--- src/rtl/utu_pkg.sv ---
// ----------------------------------------------------------------------------
// utu_pkg
// Shared types and constants of the UTF-16 to UTF-8 transcoder.
// ----------------------------------------------------------------------------
package utu_pkg;

  localparam int unsigned MaxBytesDef = 255;
  localparam int unsigned UnitW       = 16;
  localparam int unsigned ByteW       = 8;
  localparam int unsigned BurstMax    = 4;
  localparam int unsigned LenW        = $clog2(BurstMax + 1);

  // The upper six bits of a UTF-16 unit tell surrogates apart.
  localparam logic [5:0] HighTag = 6'h36;
  localparam logic [5:0] LowTag  = 6'h37;

  localparam logic [ByteW-1:0] SubstChar = 8'h3F;  // '?'
  localparam logic [ByteW-1:0] NulChar   = 8'h00;

  // Bytes produced for one code unit, sent from index 0 upward.
  typedef struct packed {
    logic [BurstMax-1:0][ByteW-1:0] bytes;
    logic [LenW-1:0]                len;
    logic                           last;  // final byte of the burst ends the name
  } burst_t;

endpackage

--- src/rtl/utf16_to_utf8_transcoder.sv ---
// ----------------------------------------------------------------------------
// utf16_to_utf8_transcoder
// Converts a stream of UTF-16 code units of a name into UTF-8 bytes.
// ----------------------------------------------------------------------------
// The slave channel takes one 16-bit UTF-16 code unit per transfer; a zero
// unit ends the name. The master channel sends one UTF-8 byte per transfer,
// and the NUL byte that ends a name carries tlast.
// A unit is captured in an input register, encoded combinationally into a
// burst of zero to four bytes, and parked in the output buffer, which sends
// one byte per cycle while the receiver is ready. The first byte of a unit
// passes the input register and the output buffer before it shows on the
// master side. A unit makes one byte for ASCII and up to four for a
// surrogate pair. A unit that makes no byte (a held high surrogate, or any
// unit but the terminator once the name is full) leaves the buffer free.
// The next unit is taken into the input register while the buffer still
// sends, and moves on in the cycle the buffer's last byte is taken.
// When the receiver stalls, the buffer holds its byte and the input
// register fills; tready then drops until the buffer drains.
// Reset clears the held surrogate, the byte count and both stages; every
// name is limited to MaxBytes bytes, not counting the NUL.
// ----------------------------------------------------------------------------
module utf16_to_utf8_transcoder #(
  parameter int unsigned MaxBytes = utu_pkg::MaxBytesDef
) (
  input  logic                        clk_i,
  input  logic                        rst_ni,
  input  logic                        s_axis_tvalid_i,
  output logic                        s_axis_tready_o,
  input  logic [utu_pkg::UnitW-1:0]   s_axis_tdata_i,   // [15:0] code_unit
  output logic                        m_axis_tvalid_o,
  input  logic                        m_axis_tready_i,
  output logic [utu_pkg::ByteW-1:0]   m_axis_tdata_o,   // [7:0] out_byte
  output logic                        m_axis_tlast_o
);

  logic                       in_valid_q;
  logic [utu_pkg::UnitW-1:0]  in_unit_q;
  logic                       ser_free;
  logic                       advance;
  utu_pkg::burst_t            burst;

  // The unit moves into the encoder state and the output buffer together.
  assign advance         = in_valid_q && ser_free;
  assign s_axis_tready_o = !in_valid_q || ser_free;

  always_ff @(posedge clk_i or negedge rst_ni) begin
    if (!rst_ni) begin
      in_valid_q <= 1'b0;
    end else if (s_axis_tready_o) begin
      in_valid_q <= s_axis_tvalid_i;
    end
  end

  always_ff @(posedge clk_i) begin
    if (s_axis_tready_o && s_axis_tvalid_i) begin
      in_unit_q <= s_axis_tdata_i;
    end
  end

  utu_encoder #(
    .MaxBytes (MaxBytes)
  ) u_encoder (
    .clk_i     (clk_i),
    .rst_ni    (rst_ni),
    .advance_i (advance),
    .unit_i    (in_unit_q),
    .burst_o   (burst)
  );

  utu_serializer u_serializer (
    .clk_i           (clk_i),
    .rst_ni          (rst_ni),
    .load_i          (advance),
    .burst_i         (burst),
    .free_o          (ser_free),
    .m_axis_tvalid_o (m_axis_tvalid_o),
    .m_axis_tready_i (m_axis_tready_i),
    .m_axis_tdata_o  (m_axis_tdata_o),
    .m_axis_tlast_o  (m_axis_tlast_o)
  );

endmodule

--- src/rtl/utu_encoder.sv ---
// ----------------------------------------------------------------------------
// utu_encoder
// Surrogate pairing, byte limit and UTF-8 encoding of one code unit.
// ----------------------------------------------------------------------------
module utu_encoder #(
  parameter int unsigned MaxBytes = utu_pkg::MaxBytesDef
) (
  input  logic                        clk_i,
  input  logic                        rst_ni,
  input  logic                        advance_i,
  input  logic [utu_pkg::UnitW-1:0]   unit_i,
  output utu_pkg::burst_t             burst_o
);

  localparam int unsigned CntW = $clog2(MaxBytes + 1);
  localparam logic [CntW-1:0] MaxCnt = CntW'(MaxBytes);

  logic [9:0]      pend_high_q, pend_high_d;
  logic            pend_valid_q, pend_valid_d;
  logic [CntW-1:0] cnt_q, cnt_d;

  logic [5:0]      tag;
  logic [20:0]     cp;
  logic [20:0]     surr_cp;
  logic            full;
  logic            do_emit;
  logic            term;
  logic [2:0]      n;
  logic [CntW:0]   sum;
  logic            fit;

  assign tag     = unit_i[15:10];
  assign surr_cp = 21'h10000 + {1'b0, pend_high_q, unit_i[9:0]};
  assign full    = cnt_q >= MaxCnt;

  always_comb begin
    cp           = {13'd0, utu_pkg::SubstChar};
    do_emit      = 1'b0;
    term         = 1'b0;
    pend_high_d  = pend_high_q;
    pend_valid_d = pend_valid_q;
    if (unit_i == '0) begin
      do_emit = pend_valid_q && !full;
      term    = 1'b1;
    end else if (full) begin
      do_emit = 1'b0;
    end else if (pend_valid_q) begin
      if (tag == utu_pkg::LowTag) begin
        cp = surr_cp;
      end
      do_emit      = 1'b1;
      pend_valid_d = 1'b0;
      pend_high_d  = '0;
    end else if (tag == utu_pkg::HighTag) begin
      pend_valid_d = 1'b1;
      pend_high_d  = unit_i[9:0];
    end else begin
      cp      = {5'd0, unit_i};
      do_emit = 1'b1;
    end
  end

  always_comb begin
    if (cp < 21'h80) begin
      n = 3'd1;
    end else if (cp < 21'h800) begin
      n = 3'd2;
    end else if (cp < 21'h10000) begin
      n = 3'd3;
    end else begin
      n = 3'd4;
    end
  end

  assign sum = {1'b0, cnt_q} + (CntW + 1)'(n);
  assign fit = sum <= {1'b0, MaxCnt};

  always_comb begin
    burst_o = '0;
    cnt_d   = cnt_q;
    if (do_emit) begin
      if (fit) begin
        cnt_d       = sum[CntW-1:0];
        burst_o.len = n;
        unique case (n)
          3'd1: burst_o.bytes[0] = cp[7:0];
          3'd2: begin
            burst_o.bytes[0] = {3'b110, cp[10:6]};
            burst_o.bytes[1] = {2'b10, cp[5:0]};
          end
          3'd3: begin
            burst_o.bytes[0] = {4'b1110, cp[15:12]};
            burst_o.bytes[1] = {2'b10, cp[11:6]};
            burst_o.bytes[2] = {2'b10, cp[5:0]};
          end
          default: begin
            burst_o.bytes[0] = {5'b11110, cp[20:18]};
            burst_o.bytes[1] = {2'b10, cp[17:12]};
            burst_o.bytes[2] = {2'b10, cp[11:6]};
            burst_o.bytes[3] = {2'b10, cp[5:0]};
          end
        endcase
      end else begin
        // A sequence that does not fit fills the name.
        cnt_d = MaxCnt;
      end
    end
    if (term) begin
      // At most the substitute byte precedes the NUL, so the index stays small.
      burst_o.bytes[burst_o.len[1:0]] = utu_pkg::NulChar;
      burst_o.len  = burst_o.len + 3'd1;
      burst_o.last = 1'b1;
      cnt_d        = '0;
    end
  end

  always_ff @(posedge clk_i or negedge rst_ni) begin
    if (!rst_ni) begin
      pend_high_q  <= '0;
      pend_valid_q <= 1'b0;
      cnt_q        <= '0;
    end else if (advance_i) begin
      pend_high_q  <= term ? 10'd0 : pend_high_d;
      pend_valid_q <= term ? 1'b0 : pend_valid_d;
      cnt_q        <= cnt_d;
    end
  end

endmodule

--- src/rtl/utu_serializer.sv ---
// ----------------------------------------------------------------------------
// utu_serializer
// Holds the bytes of one code unit and sends them one per transfer.
// ----------------------------------------------------------------------------
module utu_serializer (
  input  logic                        clk_i,
  input  logic                        rst_ni,
  input  logic                        load_i,
  input  utu_pkg::burst_t             burst_i,
  output logic                        free_o,
  output logic                        m_axis_tvalid_o,
  input  logic                        m_axis_tready_i,
  output logic [utu_pkg::ByteW-1:0]   m_axis_tdata_o,
  output logic                        m_axis_tlast_o
);

  logic                                           valid_q;
  logic [1:0]                                     idx_q;
  logic [utu_pkg::LenW-1:0]                       len_q;
  logic                                           last_q;
  logic [utu_pkg::BurstMax-1:0][utu_pkg::ByteW-1:0] bytes_q;
  logic                                           final_byte;

  assign final_byte      = {1'b0, idx_q} == (len_q - 3'd1);
  assign free_o          = !valid_q || (m_axis_tready_i && final_byte);
  assign m_axis_tvalid_o = valid_q;
  assign m_axis_tdata_o  = bytes_q[idx_q];
  assign m_axis_tlast_o  = last_q && final_byte;

  always_ff @(posedge clk_i or negedge rst_ni) begin
    if (!rst_ni) begin
      valid_q <= 1'b0;
      idx_q   <= '0;
      len_q   <= '0;
      last_q  <= 1'b0;
    end else if (load_i) begin
      valid_q <= burst_i.len != '0;
      idx_q   <= '0;
      len_q   <= burst_i.len;
      last_q  <= burst_i.last;
    end else if (valid_q && m_axis_tready_i) begin
      if (final_byte) begin
        valid_q <= 1'b0;
      end else begin
        idx_q <= idx_q + 2'd1;
      end
    end
  end

  always_ff @(posedge clk_i) begin
    if (load_i) begin
      bytes_q <= burst_i.bytes;
    end
  end

endmodule

--- config.mk ---
export PLATFORM = sky130hd
export DESIGN_NAME = utf16_to_utf8_transcoder
export DESIGN_NICKNAME = d
export VERILOG_FILES = /design/src/rtl/utu_pkg.sv /design/src/rtl/utf16_to_utf8_transcoder.sv /design/src/rtl/utu_encoder.sv /design/src/rtl/utu_serializer.sv
export SDC_FILE = /design/constraint.sdc
export NUM_CORES = 1
export LEC_CHECK = 0
export ABC_AREA = 1
export ABC_CLOCK_PERIOD_IN_PS = 10200
export BUFFER_PORTS_ARGS = -buffer_cell sky130_fd_sc_hd__buf_2
export CORE_MARGIN = 4
export CORE_UTILIZATION = 45
export CTS_BUF_LIST = sky130_fd_sc_hd__clkbuf_8
export CTS_CLUSTER_SIZE = 30
export DETAILED_ROUTE_END_ITERATION = 10
export PLACE_DENSITY = 0.62
export SETUP_SLACK_MARGIN = 0.3
export SKIP_CTS_REPAIR_TIMING = 1
export SLEW_MARGIN = 20
export SYNTH_ARGS = -nofsm -noshare
export SYNTH_HDL_FRONTEND = slang
export SYNTH_SLANG_ARGS = --single-unit
export TNS_END_PERCENT = 100
--- constraint.sdc ---
create_clock -name clk_i -period 10.2 [get_ports clk_i]
set_input_delay 1.02 -clock clk_i [delete_from_list [all_inputs] [get_ports clk_i]]
set_output_delay 1.02 -clock clk_i [all_outputs]
set_load 0.01 [all_outputs]
# == Yosys cells after proc, flatten, opt, wreduce, memory -nomap -nowiden ==
# Index checks and enable logic that the tools add are counted.
# classes
n_lt_le_gt_ge,8
n_reduce_logical,25
n_eq_ne,9
muxes,43
add_sub_neg,5
n_bitwise,2
# op_table
operator,count
21-bit two-way mux,4
35-bit two-way mux,2
10-bit two-way mux,5
8-bit two-way mux,6
8-bit case mux with 3 select lines,2
36-bit two-way mux,1
32-bit AND,1
32-bit inverter,1
17-bit by 20-bit adder with 21-bit output (first input constant),1
21-bit by 12-bit less-than comparator with 1-bit output (second input constant),1
21-bit by 17-bit less-than comparator with 1-bit output (second input constant),1
21-bit by 8-bit less-than comparator with 1-bit output (second input constant),1
8-bit binary-select mux with 2-bit select,1
8-bit demux with 2-bit select,1
16-bit zero test,1
16-bit two-way mux,1
8-bit case mux with 2 select lines,1
1-bit two-way mux,13
6-bit equality test (second input constant),2
8-bit by 3-bit adder with 9-bit output,1
9-bit by 8-bit <= comparator with 1-bit output (second input constant),1
3-bit two-way mux,3
8-bit greater-or-equal comparator (second input constant),1
1-bit logical AND,7
other kinds (20),33
# word_totals
out_inout_bits,11
inputBits,20
elab_cells,105
register_bits,75

# == Depth between registers and ports, before layout ==
# logic_depth
depth_word,23
ltp_mapped,25
mapped_depth_nobuf,24

# == Hierarchy ==
# A second synthesis with hierarchy kept.
# hier_totals
cells_unflattened,526
hier_area_um2,4409.2
# modules_own_cells
mod,area_each_um2,seq_area_each_um2,cells_each,instances
utu_encoder,2273.4,475.5,373,1
utu_serializer,1602.8,1136.1,129,1
utf16_to_utf8_transcoder,533.0,505.5,24,1

# == Worst setup path before layout ==
# Ideal clock, no wire load.
# synth_timing
path_type,register to register
start,reg in_unit_q[13] (netlist name)
end,"reg u_serializer.valid_q, in the netlist u_serializer.m_axis_tvalid_o"
path_stages_with_launch,24
slack_ns,6.833
arrival_time_ns,3.247
setup_time_ns,0.120
n_path_buf,1
required_time_ns,10.080
cell_sequence,edfxtp_1 > inv_1 > nand3_1 > nor2_4 > nor2_1 > nor3_2 > nand2_1 > nand2_1 > nor2_2 > nand2_4 > nand2_2 > ha_1 > fa_1 > inv_1 > o21ai_2 > nand3_4 > buf_4 > nand2_1 > ha_1 > nand2_1 > a21boi_1 > nand3_1 > nand2_1 > nand2_1
# synth_between
elab_chain_len,17
elab_cells_between_ends,27
cone_classes,add/sub (2); order compare (4); eq/ne (2); mux (17); reduce/logical (2)
# synth_rtl
element,line,rtl
start: declaration,utf16_to_utf8_transcoder.sv:37,logic [utu_pkg::UnitW-1:0] in_unit_q;
start signal: assignment,utf16_to_utf8_transcoder.sv:56,in_unit_q <= s_axis_tdata_i;
"6-bit equality test, on equally long branches","utu_encoder.sv:54, utu_encoder.sv:48",
16-bit two-way mux / 21-bit two-way mux (equally long branches),"utu_encoder.sv:54, utu_encoder.sv:48",
21-bit two-way mux,utu_encoder.sv:47,end else if (pend_valid_q) begin
21-bit two-way mux,utu_encoder.sv:45,end else if (full) begin
21-bit two-way mux,utu_encoder.sv:42,if (unit_i == '0) begin
21-bit by 17-bit less-than comparator with 1-bit output,utu_encoder.sv:68,end else if (cp < 21'h10000) begin
3-bit two-way mux,utu_encoder.sv:68,
3-bit two-way mux,utu_encoder.sv:66,end else if (cp < 21'h800) begin
3-bit two-way mux,utu_encoder.sv:64,if (cp < 21'h80) begin
8-bit by 3-bit adder with 9-bit output,utu_encoder.sv:75,"assign sum = {1'b0, cnt_q} + (CntW + 1)'(n);"
9-bit by 8-bit <= comparator with 1-bit output,utu_encoder.sv:76,"assign fit = sum <= {1'b0, MaxCnt};"
35-bit two-way mux,utu_encoder.sv:82,if (fit) begin
35-bit two-way mux,utu_encoder.sv:81,if (do_emit) begin
3-bit by 1-bit adder with 3-bit output,utu_encoder.sv:111,burst_o.len = burst_o.len + 3'd1;
36-bit two-way mux (*),utu_encoder.sv:108,if (term) begin
3-bit nonzero test (*),utu_serializer.sv:37,valid_q <= burst_i.len != '0;
1-bit two-way mux (*),utu_serializer.sv:36,end else if (load_i) begin
end signal: assignment,utu_serializer.sv:32,valid_q <= 1'b0;
end signal: assignment,utu_serializer.sv:37,
end signal: assignment,utu_serializer.sv:43,valid_q <= 1'b0;
end: declaration,utu_serializer.sv:17,logic valid_q;
# Mark *: on every way between the ends. The rest lies on a longest branch, timed or not.
# A chain may end at the register's enable or synchronous reset.

==> qor.csv <==
metric,value,unit
status,"finished, final reports clean",
criticalPathCategory,reg2reg,
rsz0062_at_grt,false,
design.core.area,8720,sq um
fillerInstances,846,
ys_ff_latch,72,
syn-cell-area,4030,sq um
synth.net_count,497,
finalCriticalPeriod,4.29,ns
power.density,138,nW/um^2
final_nets,524,
period_share,42.1,%
htree_levels,3,
max_freq,233,MHz
totalNegativeSetupSlack,0,ns
dr.pass1.iters,5,
yosysTopAreaCellShare,33.5,%
start_util,46.2,%
hp-class,reg2reg,
hpwl,6590,microns
cts_buffers,9,
clock-sinks,72,
drv_slew,0,
place_congestion,0.845,
cp.arrival,4.45,ns
yosys-top-cells-area,"edfxtp_1, dfrtp_1, nand2_1",
die-area,10500,sq um
grt_usage,18.3,%
antenna_left,0,
synth_top_area_cell,edfxtp_1,
setup_viol,0,
seqPwrFrac,53.1,%
tightest_slew,0.911,ns
wl,8950,microns
area_delta_synth_final,10.1,%
ir_drop,0.0655,mV
antenna_found_initial,0,
drc_errors,0,
die_width,103,microns
die_h,103,microns
grt_max_degree,36,
p_sw,0.160,mW
yosysSeqAreaShare,50.3,%
clk_root_buffer_cell,clkbuf_8,
critPathMaxFanout,28,
cts_buffer_depth,2,
clk_pin_slew,0.07,ns
drv_cap,0,
yosysWarnings,0,
relSlewSlack,39.1,%
cp-start-kind,flip-flop,
yosysUniqueCellTypes,44,
numPortBuffers,30,
leakagePower,2.07,nW
required,10.36,ns
skew,0.00912,ns
drive_gt1_share,14.5,%
num_antenna_cells,0,
gr-total-overflow,0,
hold_viol,0,
combinationalPowerShare,11.3,%
synth_cells,470,
intPower,0.453,mW
vias,3290,
final_core_util,50.9,%
clock_power_share,35.6,%
tritoncts,yes,
p_sw_share,26.1,%
ios,31,
num_rows,34,
clk_latency,0.35,ns
grt_pass1_vias,3007,
drt-wirelength-per-cell,14.7,microns
dp_slack,5.97,ns
fin_ws,5.91,ns
vias_per_cell,5.39,
grt_pass1_wl,14900,microns
drt_iter0_drc,204,
worst_setup_path_end_kind,flip-flop,
avgSynthCellArea,8.58,sq um
-- state kept, by name (all words and copies together), names as in the netlist --
signal	cells
u_encoder.cnt_q	8
u_serializer.m_axis_tvalid_o	1
in_unit_q	16
u_serializer.idx_q	2
in_valid_q	1
u_serializer.bytes_q	29
u_serializer.len_q	3
u_encoder.pend_high_q	10
u_encoder.pend_valid_q	1
u_serializer.last_q	1
-- path summary, 6_finish.rpt --
check	from	to	slack [ns]	cells past startpoint
setup / recovery	u_encoder.pend_valid_q	u_serializer.bytes_q[0]	5.91	17
setup reg to reg	u_encoder.pend_valid_q	u_serializer.bytes_q[0]	5.91	17
max in group asynchronous	rst_ni	u_encoder.pend_valid_q	9.05	1
hold / removal	u_serializer.len_q[1]	u_serializer.len_q[1]	0.50	2
hold reg to reg	u_serializer.len_q[1]	u_serializer.len_q[1]	0.50	2
min in group asynchronous	rst_ni	u_encoder.pend_high_q[0]	0.70	1
-- cell type report --
cell class                      instances  area [sq um]  share of cell area (%)
Sequential cell                        72          2030                    45.6
Multi-Input combinational cell        318          1690                    38.0
Inverter                               66           250                    5.64
Timing Repair Buffer                   30           150                    3.38
Tap cell                              108           135                    3.04
Clock buffer                            9           124                    2.79
Clock inverter                          7          66.3                    1.49
-- worst max-delay path, cell delays in order (launching register included) --
cell      delay [ns]
dfrtp_1         0.62
inv_1           0.30
a21oi_2         0.22
nand3_1         0.20
nand2_1         0.19
nor2_4          0.10
nand2_1         0.35
nand2_2         0.15
ha_1            0.23
fa_1            0.40
inv_1           0.09
o21ai_2         0.09
nand3_4         0.25
nand3_2         0.15
ha_1            0.23
nand2_1         0.07
nand3_2         0.14
a211oi_1        0.31
-- synth_stat cells, drive strengths merged --
cell	n
a22o	1
xnor2	2
o211ai	1
edfxtp	45
a21o	4
nand2	89
dfrtp	27
a22oi	1
buf	10
o21a	1
o31ai	1
a21boi	1
inv	64
xor2	4
a21oi	19
a211oi	1
nand3	29
nand4	7
o221ai	2
nor2	69
a31oi	1
o21ai	54
ha	6
clkbuf	4
o22ai	20
fa	1
clkinv	2
nor3	4
-- cells by family after synthesis --
logic type / share of synthesized area (%)
DFF: 50.3
and+or+nand+nor: 23.2
buffers and inverters: 7.88
adders and majority gates: 2.36
xor gates and xnor gates: 1.30
AOI/OAI and AO/OA: 15.0
-- placed cells by master (no fill, tap or decap), types with 4 or more instances in the layout --
master,Yosys,routed
o21ai_0,47,47
ha_1,6,6
nor2_4,5,5
xor2_1,4,4
buf_2,6,30
nand4_1,6,6
a21o_1,4,4
nand3_1,25,25
nand2_1,81,81
a21oi_1,18,18
o22ai_1,20,20
clkbuf_8,0,9
nand2_2,6,6
nor2_1,61,61
o21ai_1,6,6
edfxtp_1,45,45
dfrtp_1,27,27
inv_1,60,62
-- metrics by stage --
step | instances | hold WS [ns] | area (sq um) | total power, mW
finish | 610 | 0.500 | 4440 | 0.613
global route | 610 | 0.527 | 4440 | 0.642
detailed placement | 594 | 0.482 | 4250 | 0.402
global placement | 594 | 0.483 | 4250 | 0.400
CTS | 610 | 0.500 | 4440 | 0.619
floorplan | 470 | 0.459 | 4030 | 0.373
-- routing by layer --
| layer | part of all wire, % | wire (microns) | track usage, % |
|---|---|---|---|
| met5 | 0 | 0 | 0 |
| met4 | 1.5 | 135 | 7.06 |
| met3 | 5.6 | 503 | 2.84 |
| met2 | 47 | 4190 | 28.6 |
| met1 | 46 | 4120 | 25.7 |
-- power groups by stage --
stage	Combinational, mW	Sequential [mW]	Clock, mW
2_1_floorplan	0.0492	0.324	0
3_3_place_gp	0.0684	0.332	0
3_5_place_dp	0.0701	0.332	0
4_1_cts	0.0702	0.326	0.223
5_1_grt	0.0795	0.327	0.236
6_report	0.0694	0.326	0.218
Power figures use the tool's default switching activity.
